<file path="config.mk">
export PLATFORM = sky130hd
export DESIGN_NAME = shortest_job_first_queue
export DESIGN_NICKNAME = d
export VERILOG_FILES = /design/src/hw/rtl/sjfq_pkg.sv /design/src/hw/rtl/sjfq_ctrl.sv /design/src/hw/rtl/sjfq_dp.sv /design/src/hw/rtl/shortest_job_first_queue.sv
export VERILOG_INCLUDE_DIRS = /design/src /design/src/hw/rtl
export SDC_FILE = /design/constraint.sdc
export NUM_CORES = 2
export LEC_CHECK = 0
export ABC_CLOCK_PERIOD_IN_PS = 10300
export BUFFER_PORTS_ARGS = -buffer_cell sky130_fd_sc_hd__buf_2
export CAP_MARGIN = 40
export CELL_PAD_IN_SITES_DETAIL_PLACEMENT = 2
export CELL_PAD_IN_SITES_GLOBAL_PLACEMENT = 2
export CORE_MARGIN = 2
export CORE_UTILIZATION = 43
export DETAILED_ROUTE_END_ITERATION = 10
export PLACE_DENSITY_LB_ADDON = 0.3
export REMOVE_ABC_BUFFERS = 1
export SYNTH_ARGS = -nofsm -noshare
export SYNTH_HDL_FRONTEND = slang
export SYNTH_SLANG_ARGS = --single-unit
</file>
<file path="constraint.sdc">
create_clock -name aclk -period 10.3 [get_ports aclk]
set_input_delay 1.03 -clock aclk [delete_from_list [all_inputs] [get_ports aclk]]
set_output_delay 1.03 -clock aclk [all_outputs]
set_load 0.03 [all_outputs]
</file>
<file path="src/hw/rtl/assert_macros.svh">
// assertion helpers shared by sjfq_ctrl and sjfq_dp
`ifndef ASSERT_MACROS_SVH
`define ASSERT_MACROS_SVH

`ifndef ASSERT_OFF
// property checked on every rising edge outside reset
`define ASSERT_RST(lbl, clk, rstn, prop) \
    lbl: assert property (@(posedge clk) disable iff (!rstn) prop) \
        else $error("assertion failed");
// property checked on every rising edge, reset included
`define ASSERT_ALWAYS(lbl, clk, prop) \
    lbl: assert property (@(posedge clk) prop) \
        else $error("assertion failed");
`else
`define ASSERT_RST(lbl, clk, rstn, prop)
`define ASSERT_ALWAYS(lbl, clk, prop)
`endif

`endif

</file>
<file path="src/hw/rtl/sjfq_pkg.sv">
`default_nettype none
package sjfq_pkg;

    localparam int QUEUE_DEPTH = 16;
    localparam int CNT_W       = $clog2(QUEUE_DEPTH + 1);

    localparam int ID_W    = 16;
    localparam int STATE_W = 2;
    localparam int NICE_W  = 3;
    localparam int TICK_W  = 16;
    localparam int OCC_W   = 5;

    localparam logic CMD_INSERT = 1'b0;
    localparam logic CMD_POP    = 1'b1;

    typedef struct packed {
        logic [TICK_W-1:0]  key;
        logic [ID_W-1:0]    id;
        logic [STATE_W-1:0] st;
        logic [NICE_W-1:0]  nice;
        logic [TICK_W-1:0]  used;
    } entry_t;

    // controller to datapath
    typedef struct packed {
        logic load;
        logic exec;
    } ctrl_cmd_t;

endpackage
`default_nettype wire

</file>
<file path="src/hw/rtl/sjfq_ctrl.sv">
`default_nettype none
module sjfq_ctrl (
    input  wire logic               aclk,
    input  wire logic               aresetn,
    input  wire logic               s_valid,
    output logic                    s_ready,
    output logic                    m_valid,
    input  wire logic               m_ready,
    output sjfq_pkg::ctrl_cmd_t     cmd
);
    import sjfq_pkg::*;

    localparam logic ST_IDLE = 1'b0;
    localparam logic ST_EXEC = 1'b1;

    logic state_reg, state_next;
    logic m_valid_reg, m_valid_next;
    logic out_free;

    assign out_free = !m_valid_reg || m_ready;

    always_comb begin
        state_next   = state_reg;
        m_valid_next = m_valid_reg && !m_ready;
        cmd.load     = 1'b0;
        cmd.exec     = 1'b0;
        s_ready      = 1'b0;
        case (state_reg)
            ST_IDLE: begin
                s_ready = 1'b1;
                if (s_valid) begin
                    cmd.load   = 1'b1;
                    state_next = ST_EXEC;
                end
            end
            ST_EXEC: begin
                // wait until the output register can take the result
                if (out_free) begin
                    cmd.exec     = 1'b1;
                    m_valid_next = 1'b1;
                    state_next   = ST_IDLE;
                end
            end
            default: begin
                state_next = ST_IDLE;
            end
        endcase
    end

    always_ff @(posedge aclk) begin
        if (!aresetn) begin
            state_reg   <= ST_IDLE;
            m_valid_reg <= 1'b0;
        end else begin
            state_reg   <= state_next;
            m_valid_reg <= m_valid_next;
        end
    end

    assign m_valid = m_valid_reg;

`include "assert_macros.svh"
    `ASSERT_RST(a_load_then_exec, aclk, aresetn, cmd.load |=> state_reg == ST_EXEC)
    `ASSERT_RST(a_exec_fills_out, aclk, aresetn, cmd.exec |=> m_valid_reg)
    `ASSERT_ALWAYS(a_no_overlap, aclk, !(cmd.load && cmd.exec))

endmodule
`default_nettype wire

</file>
<file path="src/hw/rtl/sjfq_dp.sv">
`default_nettype none
module sjfq_dp (
    input  wire logic                          aclk,
    input  wire logic                          aresetn,
    input  wire sjfq_pkg::ctrl_cmd_t           cmd,
    input  wire logic                          in_cmd,
    input  wire logic [sjfq_pkg::ID_W-1:0]     in_id,
    input  wire logic [sjfq_pkg::STATE_W-1:0]  in_state,
    input  wire logic [sjfq_pkg::NICE_W-1:0]   in_nice,
    input  wire logic [sjfq_pkg::TICK_W-1:0]   in_used,
    input  wire logic [sjfq_pkg::TICK_W-1:0]   in_need,
    output logic                               rec_valid,
    output logic [sjfq_pkg::ID_W-1:0]          rec_id,
    output logic [sjfq_pkg::STATE_W-1:0]       rec_state,
    output logic [sjfq_pkg::NICE_W-1:0]        rec_nice,
    output logic [sjfq_pkg::TICK_W-1:0]        rec_used,
    output logic [sjfq_pkg::TICK_W-1:0]        rec_need,
    output logic                               is_empty,
    output logic                               dropped,
    output logic [sjfq_pkg::OCC_W-1:0]         occupancy
);
    import sjfq_pkg::*;

    // latched input beat
    logic              op_reg;
    entry_t            new_reg;

    entry_t            store_reg [QUEUE_DEPTH];
    entry_t            ins_store [QUEUE_DEPTH];
    entry_t            pop_store [QUEUE_DEPTH];
    logic [CNT_W-1:0]  fill_reg, fill_next;
    logic [QUEUE_DEPTH-1:0] gt;
    logic              full, empty, do_ins, do_pop;

    entry_t            rec_reg;
    logic              rec_valid_reg, empty_reg, dropped_reg;
    logic [OCC_W-1:0]  occ_reg;

    assign full   = (fill_reg == CNT_W'(QUEUE_DEPTH));
    assign empty  = (fill_reg == '0);
    assign do_ins = (op_reg == CMD_INSERT) && !full;
    assign do_pop = (op_reg == CMD_POP) && !empty;

    // slots past the fill level count as greater, so a record with no larger key in the queue lands at the tail
    always_comb begin
        for (int i = 0; i < QUEUE_DEPTH; i++) begin
            gt[i] = (CNT_W'(i) >= fill_reg) || (store_reg[i].key > new_reg.key);
        end
    end

    always_comb begin
        ins_store[0] = gt[0] ? new_reg : store_reg[0];
        for (int i = 1; i < QUEUE_DEPTH; i++) begin
            if (!gt[i]) begin
                ins_store[i] = store_reg[i];
            end else if (gt[i-1]) begin
                ins_store[i] = store_reg[i-1];
            end else begin
                ins_store[i] = new_reg;
            end
        end
    end

    always_comb begin
        for (int i = 0; i < QUEUE_DEPTH - 1; i++) begin
            pop_store[i] = store_reg[i+1];
        end
        pop_store[QUEUE_DEPTH-1] = store_reg[QUEUE_DEPTH-1];
    end

    always_comb begin
        fill_next = fill_reg;
        if (do_ins) begin
            fill_next = fill_reg + 1'b1;
        end else if (do_pop) begin
            fill_next = fill_reg - 1'b1;
        end
    end

    always_ff @(posedge aclk) begin
        if (!aresetn) begin
            fill_reg <= '0;
        end else if (cmd.exec) begin
            fill_reg <= fill_next;
        end
    end

    always_ff @(posedge aclk) begin
        if (cmd.load) begin
            op_reg       <= in_cmd;
            new_reg.key  <= in_need;
            new_reg.id   <= in_id;
            new_reg.st   <= in_state;
            new_reg.nice <= in_nice;
            new_reg.used <= in_used;
        end
        if (cmd.exec) begin
            if (do_ins) begin
                store_reg <= ins_store;
            end else if (do_pop) begin
                store_reg <= pop_store;
            end
            rec_valid_reg <= do_pop;
            rec_reg       <= do_pop ? store_reg[0] : '0;
            dropped_reg   <= (op_reg == CMD_INSERT) && full;
            empty_reg     <= (fill_next == '0);
            occ_reg       <= OCC_W'(fill_next);
        end
    end

    assign rec_valid = rec_valid_reg;
    assign rec_id    = rec_reg.id;
    assign rec_state = rec_reg.st;
    assign rec_nice  = rec_reg.nice;
    assign rec_used  = rec_reg.used;
    assign rec_need  = rec_reg.key;
    assign is_empty  = empty_reg;
    assign dropped   = dropped_reg;
    assign occupancy = occ_reg;

`include "assert_macros.svh"
    `ASSERT_RST(a_fill_bound, aclk, aresetn, fill_reg <= CNT_W'(QUEUE_DEPTH))
    `ASSERT_RST(a_ins_grows, aclk, aresetn, (cmd.exec && do_ins) |=> fill_reg == $past(fill_reg) + 1'b1)
    `ASSERT_RST(a_pop_head, aclk, aresetn, (cmd.exec && do_pop) |=> rec_reg.key == $past(store_reg[0].key))
    `ASSERT_RST(a_head_sorted, aclk, aresetn, (fill_reg >= CNT_W'(2)) |-> store_reg[0].key <= store_reg[1].key)

endmodule
`default_nettype wire

</file>
<file path="src/hw/rtl/shortest_job_first_queue.sv">
// channel   dir  tdata (low bit up)                                   tuser
// s_axis    in   proc_id, proc_state, nice_level, used_ticks,         cmd
//                need_ticks (53 bits, padded to 56)
// m_axis    out  rec_id, rec_state, rec_nice, rec_used, rec_need,      rec_valid
//                is_empty, dropped, occupancy (60 bits, padded to 64)
//
// every command passes through the controller states ST_IDLE, which latches the beat, and ST_EXEC,
// which does the parallel compare across all entries and the insert-shift or pop-shift of the store
// the result sits in an output register, so a new beat is taken while it waits
// when a result is still held, the execute cycle waits for m_axis_tready
// aresetn (sync, active low) empties the queue; entry contents are not cleared
`default_nettype none
module shortest_job_first_queue (
    input  wire logic        aclk,
    input  wire logic        aresetn,
    input  wire logic        s_axis_tvalid,
    output logic             s_axis_tready,
    // proc_id[15:0], proc_state[17:16], nice_level[20:18], used_ticks[36:21],
    // need_ticks[52:37]
    input  wire logic [55:0] s_axis_tdata,
    // cmd[0]
    input  wire logic [0:0]  s_axis_tuser,
    output logic             m_axis_tvalid,
    input  wire logic        m_axis_tready,
    // rec_id[15:0], rec_state[17:16], rec_nice[20:18], rec_used[36:21],
    // rec_need[52:37], is_empty[53], dropped[54], occupancy[59:55]
    output logic [63:0]      m_axis_tdata,
    // rec_valid[0]
    output logic [0:0]       m_axis_tuser
);
    import sjfq_pkg::*;

    ctrl_cmd_t            cmd;
    logic                 rec_valid, is_empty, dropped;
    logic [ID_W-1:0]      rec_id;
    logic [STATE_W-1:0]   rec_state;
    logic [NICE_W-1:0]    rec_nice;
    logic [TICK_W-1:0]    rec_used, rec_need;
    logic [OCC_W-1:0]     occupancy;

    sjfq_ctrl u_ctrl (
        .aclk    (aclk),
        .aresetn (aresetn),
        .s_valid (s_axis_tvalid),
        .s_ready (s_axis_tready),
        .m_valid (m_axis_tvalid),
        .m_ready (m_axis_tready),
        .cmd     (cmd)
    );

    sjfq_dp u_dp (
        .aclk      (aclk),
        .aresetn   (aresetn),
        .cmd       (cmd),
        .in_cmd    (s_axis_tuser[0]),
        .in_id     (s_axis_tdata[15:0]),
        .in_state  (s_axis_tdata[17:16]),
        .in_nice   (s_axis_tdata[20:18]),
        .in_used   (s_axis_tdata[36:21]),
        .in_need   (s_axis_tdata[52:37]),
        .rec_valid (rec_valid),
        .rec_id    (rec_id),
        .rec_state (rec_state),
        .rec_nice  (rec_nice),
        .rec_used  (rec_used),
        .rec_need  (rec_need),
        .is_empty  (is_empty),
        .dropped   (dropped),
        .occupancy (occupancy)
    );

    assign m_axis_tdata = {4'b0, occupancy, dropped, is_empty, rec_need, rec_used,
                           rec_nice, rec_state, rec_id};
    assign m_axis_tuser = rec_valid;

endmodule
`default_nettype wire
</file>
**Word level (Yosys, flattened, before mapping)**

Index checks and enable logic that the tools add are counted.

- Flip-flop bits (word level): 970
- Bits of input ports: 61
- Output and inout bits: 67
- Word-level logic and storage cells: 238

- Add/sub/neg operators: 2
- $lt $le $gt $ge: 32
- Equal/unequal tests: 16
- Multiplexer cells: 44
- Bitwise logic cells: 2
- Reductions and logical operators: 44

Operator list:

| operator | number |
|---|---|
| 2-to-1 mux 848 bit | 2 |
| 2-to-1 mux 53 bit | 31 |
| greater-than comparator 16 bit | 16 |
| AND reduction 3 bit | 16 |
| >= comparator 4 x 5 -> 1 bit, first input constant | 8 |
| inequality test 2 x 1 -> 1 bit, second input constant | 15 |
| >= comparator 3 x 5 -> 1 bit, first input constant | 4 |
| logical OR 1 bit | 17 |
| >= comparator 1 x 5 -> 1 bit, first input constant | 2 |
| >= comparator 2 x 5 -> 1 bit, first input constant | 2 |
| zero test 5 bit | 2 |
| 2-to-1 mux 5 bit | 2 |
| 2-to-1 mux 1 bit | 8 |
| adder 5 x 1 -> 5 bit, second input constant | 1 |
| == test 5 bit, second input constant | 1 |
| subtractor 5 x 1 -> 5 bit, second input constant | 1 |
| logical AND 1 bit | 4 |
| zero test 1 bit | 4 |
| NOT 1 bit | 2 |
| one-hot mux 1 bit (2 select lines) | 1 |
| nonzero test 2 bit | 1 |

**Longest topological paths before layout**

- Word-level depth: 6
- Depth in mapped cells: 11
- Gate-level depth less buffers: 8

**Modules after synthesis**

From an unflattened synthesis, not the netlist that was laid out.

- Cells, all modules: 7613
- Area, all modules: 64764.6 um^2

By module, submodules not included:

| module | times used | cells each | area each (um^2) | sequential area each (um^2) |
|---|---|---|---|---|
| sjfq_dp | 1 | 7597 | 64613.2 | 29017.8 |
| sjfq_ctrl | 1 | 9 | 102.6 | 40.0 |
| shortest_job_first_queue | 1 | 7 | 48.8 | 0.0 |

**Least setup slack after synthesis**

Ideal clock, no wire load.

- Path kind: input-to-reg
- Start: in m_axis_tready
- End: reg u_dp.store_reg, in the netlist u_dp.pop_store[265], enable pin
- Library setup time: 0.495 ns
- Data arrival time: 5.498 ns
- Required time: 9.805 ns
- Slack: 4.307 ns
- Stages on the path: 6
- Path buffers: 1
- Path through: nand2b_1 -> nand2_1 -> clkinv_1 -> o21ai_1 -> clkbuf_1 -> a31oi_1

RTL lines:

| element | RTL line | RTL |
|---|---|---|
| from (decl) | shortest_job_first_queue.sv:24 | `input wire logic m_axis_tready,` |
| to (signal assigned) | sjfq_dp.sv:99 | `store_reg <= ins_store;` |
| to (signal assigned) | sjfq_dp.sv:101 | `store_reg <= pop_store;` |
| to (decl) | sjfq_dp.sv:28 | `entry_t store_reg [QUEUE_DEPTH];` |

**Worst setup path after layout**

- Start: reg u_dp.fill_reg[1]
- End: reg u_dp.store_reg, in the netlist u_dp.pop_store[284] (data pin)

- Cells in the longest elaborated chain, start to end: 5
- Elaborated cells between the ends (all ways): 8
- Classes of those cells: 1 x order compare; 1 x eq/ne; 3 x mux; 3 x reduce/logical

Ends and longest elaborated chain:

| element | RTL line | RTL |
|---|---|---|
| from (decl) | sjfq_dp.sv:31 | `logic [CNT_W-1:0] fill_reg, fill_next;` |
| from (signal assigned) | sjfq_dp.sv:84 | `fill_reg <= fill_next;` |
| >= comparator 4 x 5 -> 1 bit | sjfq_dp.sv:47 | `gt[i] = (CNT_W'(i) >= fill_reg) \|\| (store_reg[i].key > new_reg.key);` |
| logical OR 1 bit | sjfq_dp.sv:47 |  |
| 2-to-1 mux 53 bit | sjfq_dp.sv:56 | `end else if (gt[i-1]) begin` |
| 2-to-1 mux 53 bit | sjfq_dp.sv:54 | `if (!gt[i]) begin` |
| 2-to-1 mux 848 bit * | sjfq_dp.sv:98 | `if (do_ins) begin` |

Every way passes the cells marked *; elsewhere a longest branch is shown, timed or not. The select of a mux whose other input is x is not followed.
A chain may end at the register's enable or synchronous reset.

==> run summary <==
* complete, no violations — outcome
* 0 — number of gates given a new drive strength after cts
* 11.6 mW — total power draw
* 120 — count of port buffers added during placement
* flop to flop — category of the most critical setup path
* 0.06 ns — Clock transition at path regs
* 3 — number of buffers on the longest clock path
* 61 — crit path max fanout
* edfxtp_1 — commonest register cell after synthesis
* 0 — Synthesis Warnings
* false — RSZ-0062 raised after global routing
* 21.2% — Comb pwr share
* 43.1% — share of power burned in registers
* flop — crit end category
* 35.7% — relative contribution of the clock network to total power
* 3.84 mW — switching component of the power
* 22.3 nW — leakage power
* 5.88 ns — arrival time at the worst endpoint
* 47.0% — share of the core filled with cells
* 33.1% — sw frac
* 64700 um2 — post-synthesis instance area
* 29.1 um — Routed wire per std cell
* 7.78 mW — cell-internal power
* 0 — max cap viols
* 0 — Antenna Diode Count
* 67600 — number of global-route vias before repair
* input pin to flop — class of the tightest hold or removal check
* 0 — CTS Hold Buffers Added
* 44.9% — share of the yosys chip area belonging to registers
* 0 — Post-DRT Antenna Nets
* 0 — setup bufs post-CTS
* built — TritonCTS clock tree
* 0 ns — summed negative setup slack over all endpoints
* 51.0% — crit share post-route
* nor3_1, edfxtp_1, o21ai_0, nand2_1, nor2_1 — commonest cells after routing, fill and taps aside
* 3 — # H-tree levels
* 413000 um — wire length of the first global-routing pass
* 7425 — total number of nets in the final design
* 5369 — count of routing violations after the opening detailed-route iteration
* 6.89 — per-cell via count in the routed design
* 795 — max FFs per register
* 150000 um2 — core region area
* 1.05 ns — slew at the pin closest to its max-slew limit
* 165 nW/um2 — power density over the cells
* 128 — I/O pin count
* 8999 — number of placed cells counting well taps
* 0 — final routed DRC violation total
* 5.25 ns — post-route minimum period
* 0% — fraction of registers with async set or reset after synthesis
* 43.3% — effective utilization at floorplan
* 0 — number of max-slew violations in the final report
* 6 — DRT Pass-1 Iters
* 11.1% — ratio of cells with drive above 1 in the final layout
* 392 um — width of the die
* 8.63 um2 — mean cell area of the mapped netlist
* 5.05 ns — reg-to-reg slack, setup
* 117 — number of buffers created by CTS
* 0 — gr ovfl total
* 970 — clock net sink count
* 0.0263 ns — Clock Skews
* flop — critical path launch point type
* 200 — maximum number of pins on one net before global-route repair
* 0 — final hold violation count
* 30.0% — Rel. slew slack
* 32600 um2 — footprint of the multi-input gates
* 175000 um — DP HPWL
* 29100 um2 — total area of sequential cells
* 0.817 — GP Congestion
* 970 — FF+latch count, synth
* 7502 — number of instances in the synthesized netlist
* 166 uV — maximum resistive drop on vdd
* 16100 — number of fillers in the final layout
* nor3_1 — most frequent standard cell in the layout excluding fill and tap cells
* clkbuf_16 — clock root buffer
* 190 MHz — highest clock rate
* 34.0% — global-route usage over all layers
* 0 — final setup violating endpoints
* 8.73% — Area Overhead vs Synth
* 10.93 ns — required time of the critical path
* 0.77 ns — clock network latency to the later pin of the worst-skew pair
* 0 — number of antenna violations at the first check in global routing
* 392 um — vertical extent of the die
* 142 — number of core rows
* 9211 — non-filler instance count after layout
* 67 — library cells used by synthesis
* 154000 um2 — full die area
* 268000 um — overall routed net length
* 63500 — total number of vias
* 963 — EDFF count, synth
## metal layers
metal  global-route usage, %  wire [um]
met1                    45.9     115000
met5                       0          0
met2                    57.1     130000
met3                    3.52      16700
met4                    10.7       6520
## worst paths after layout
check / start / to / depth (start not counted)
worst max register to register: u_dp.fill_reg[1]$_SDFFE_PN0P_ / u_dp.pop_store[284]$_DFFE_PP_ / 11
worst min register to register: u_ctrl.m_valid$_SDFF_PN0_ / u_ctrl.m_valid$_SDFF_PN0_ / 2
worst min-delay path: s_axis_tdata[14] / u_dp.new_reg[35]$_DFFE_PP_ / 1
worst max-delay path: u_dp.fill_reg[1]$_SDFFE_PN0P_ / u_dp.pop_store[284]$_DFFE_PP_ / 11
## stage by stage
step | setup slack [ns] | hold slack, ns | cell area [um2]
2_1_floorplan | -25.99 | 0.518 | 61200
3_3_place_gp | 5.44 | 0.488 | 66400
3_5_place_dp | 5.32 | 0.532 | 66700
4_1_cts | 5.16 | 0.392 | 70400
5_1_grt | 4.98 | 0.418 | 70400
6_report | 5.05 | 0.433 | 70400
## Yosys cell counts, types with 67 or more instances
master | instances | area (um2)
a211oi_1 | 120 | 901
a21oi_1 | 465 | 2330
buf_2 | 70 | 350
clkbuf_1 | 679 | 2550
edfxtp_1 | 963 | 28900
ha_1 | 261 | 3270
nand2_1 | 617 | 2320
nand3_1 | 87 | 435
nand4_1 | 67 | 419
nor2_1 | 570 | 2140
nor3_1 | 2011 | 10100
o211ai_1 | 68 | 510
o21ai_0 | 705 | 3530
o221a_1 | 100 | 1130
o221a_2 | 218 | 2450
## cells by family (layout without fill, tap and decap cells)
| logic type | after synthesis | count (layout) | share of synthesized area [%] |
|---|---|---|---|
| adder cells (fa/ha/maj) | 261 | 261 | 5.04 |
| buffers and inverters | 886 | 576 | 5.64 |
| multiplexers | 1 | 1 | 0.0155 |
| flip-flops | 970 | 970 | 44.9 |
| AO/OA/AOI/OAI | 1844 | 1844 | 18.7 |
| AND/OR/NAND/NOR | 3533 | 3533 | 25.6 |
| other | 1 | 4 | 0.00579 |
| XOR/XNOR | 6 | 6 | 0.0812 |
## cell type report
type	instances	area share (%)
Clock buffer	147	4.42
Sequential cell	970	41.3
Inverter	41	0.220
Timing Repair Buffer	324	3.42
Multi-Input combinational cell	5649	46.3
Tap cell	2016	3.58
Clock inverter	64	0.772
## worst max-delay path, cell delays in order (launching register included)
cell and delay [ns]:
dfxtp_1 0.75, inv_1 0.40, ha_1 0.44, a31oi_4 0.27, buf_4 0.52, buf_4 0.42, buf_4 0.60, buf_4 0.60
buf_12 0.31, o21ai_0 0.13, o21ai_0 0.29, o221a_2 0.26
## power groups by stage
stage / sequential [mW] / clock [mW] / combinational [mW]
after detailed placement: 5.06 / 0 / 2.40
after floorplan: 5.08 / 0 / 1.64
after global routing: 5.02 / 4.32 / 2.67
after CTS: 4.99 / 4.19 / 2.43
final: 5.00 / 4.15 / 2.46
after global placement: 5.04 / 0 / 2.21
Note: power is estimated with default switching activity, not from simulation.
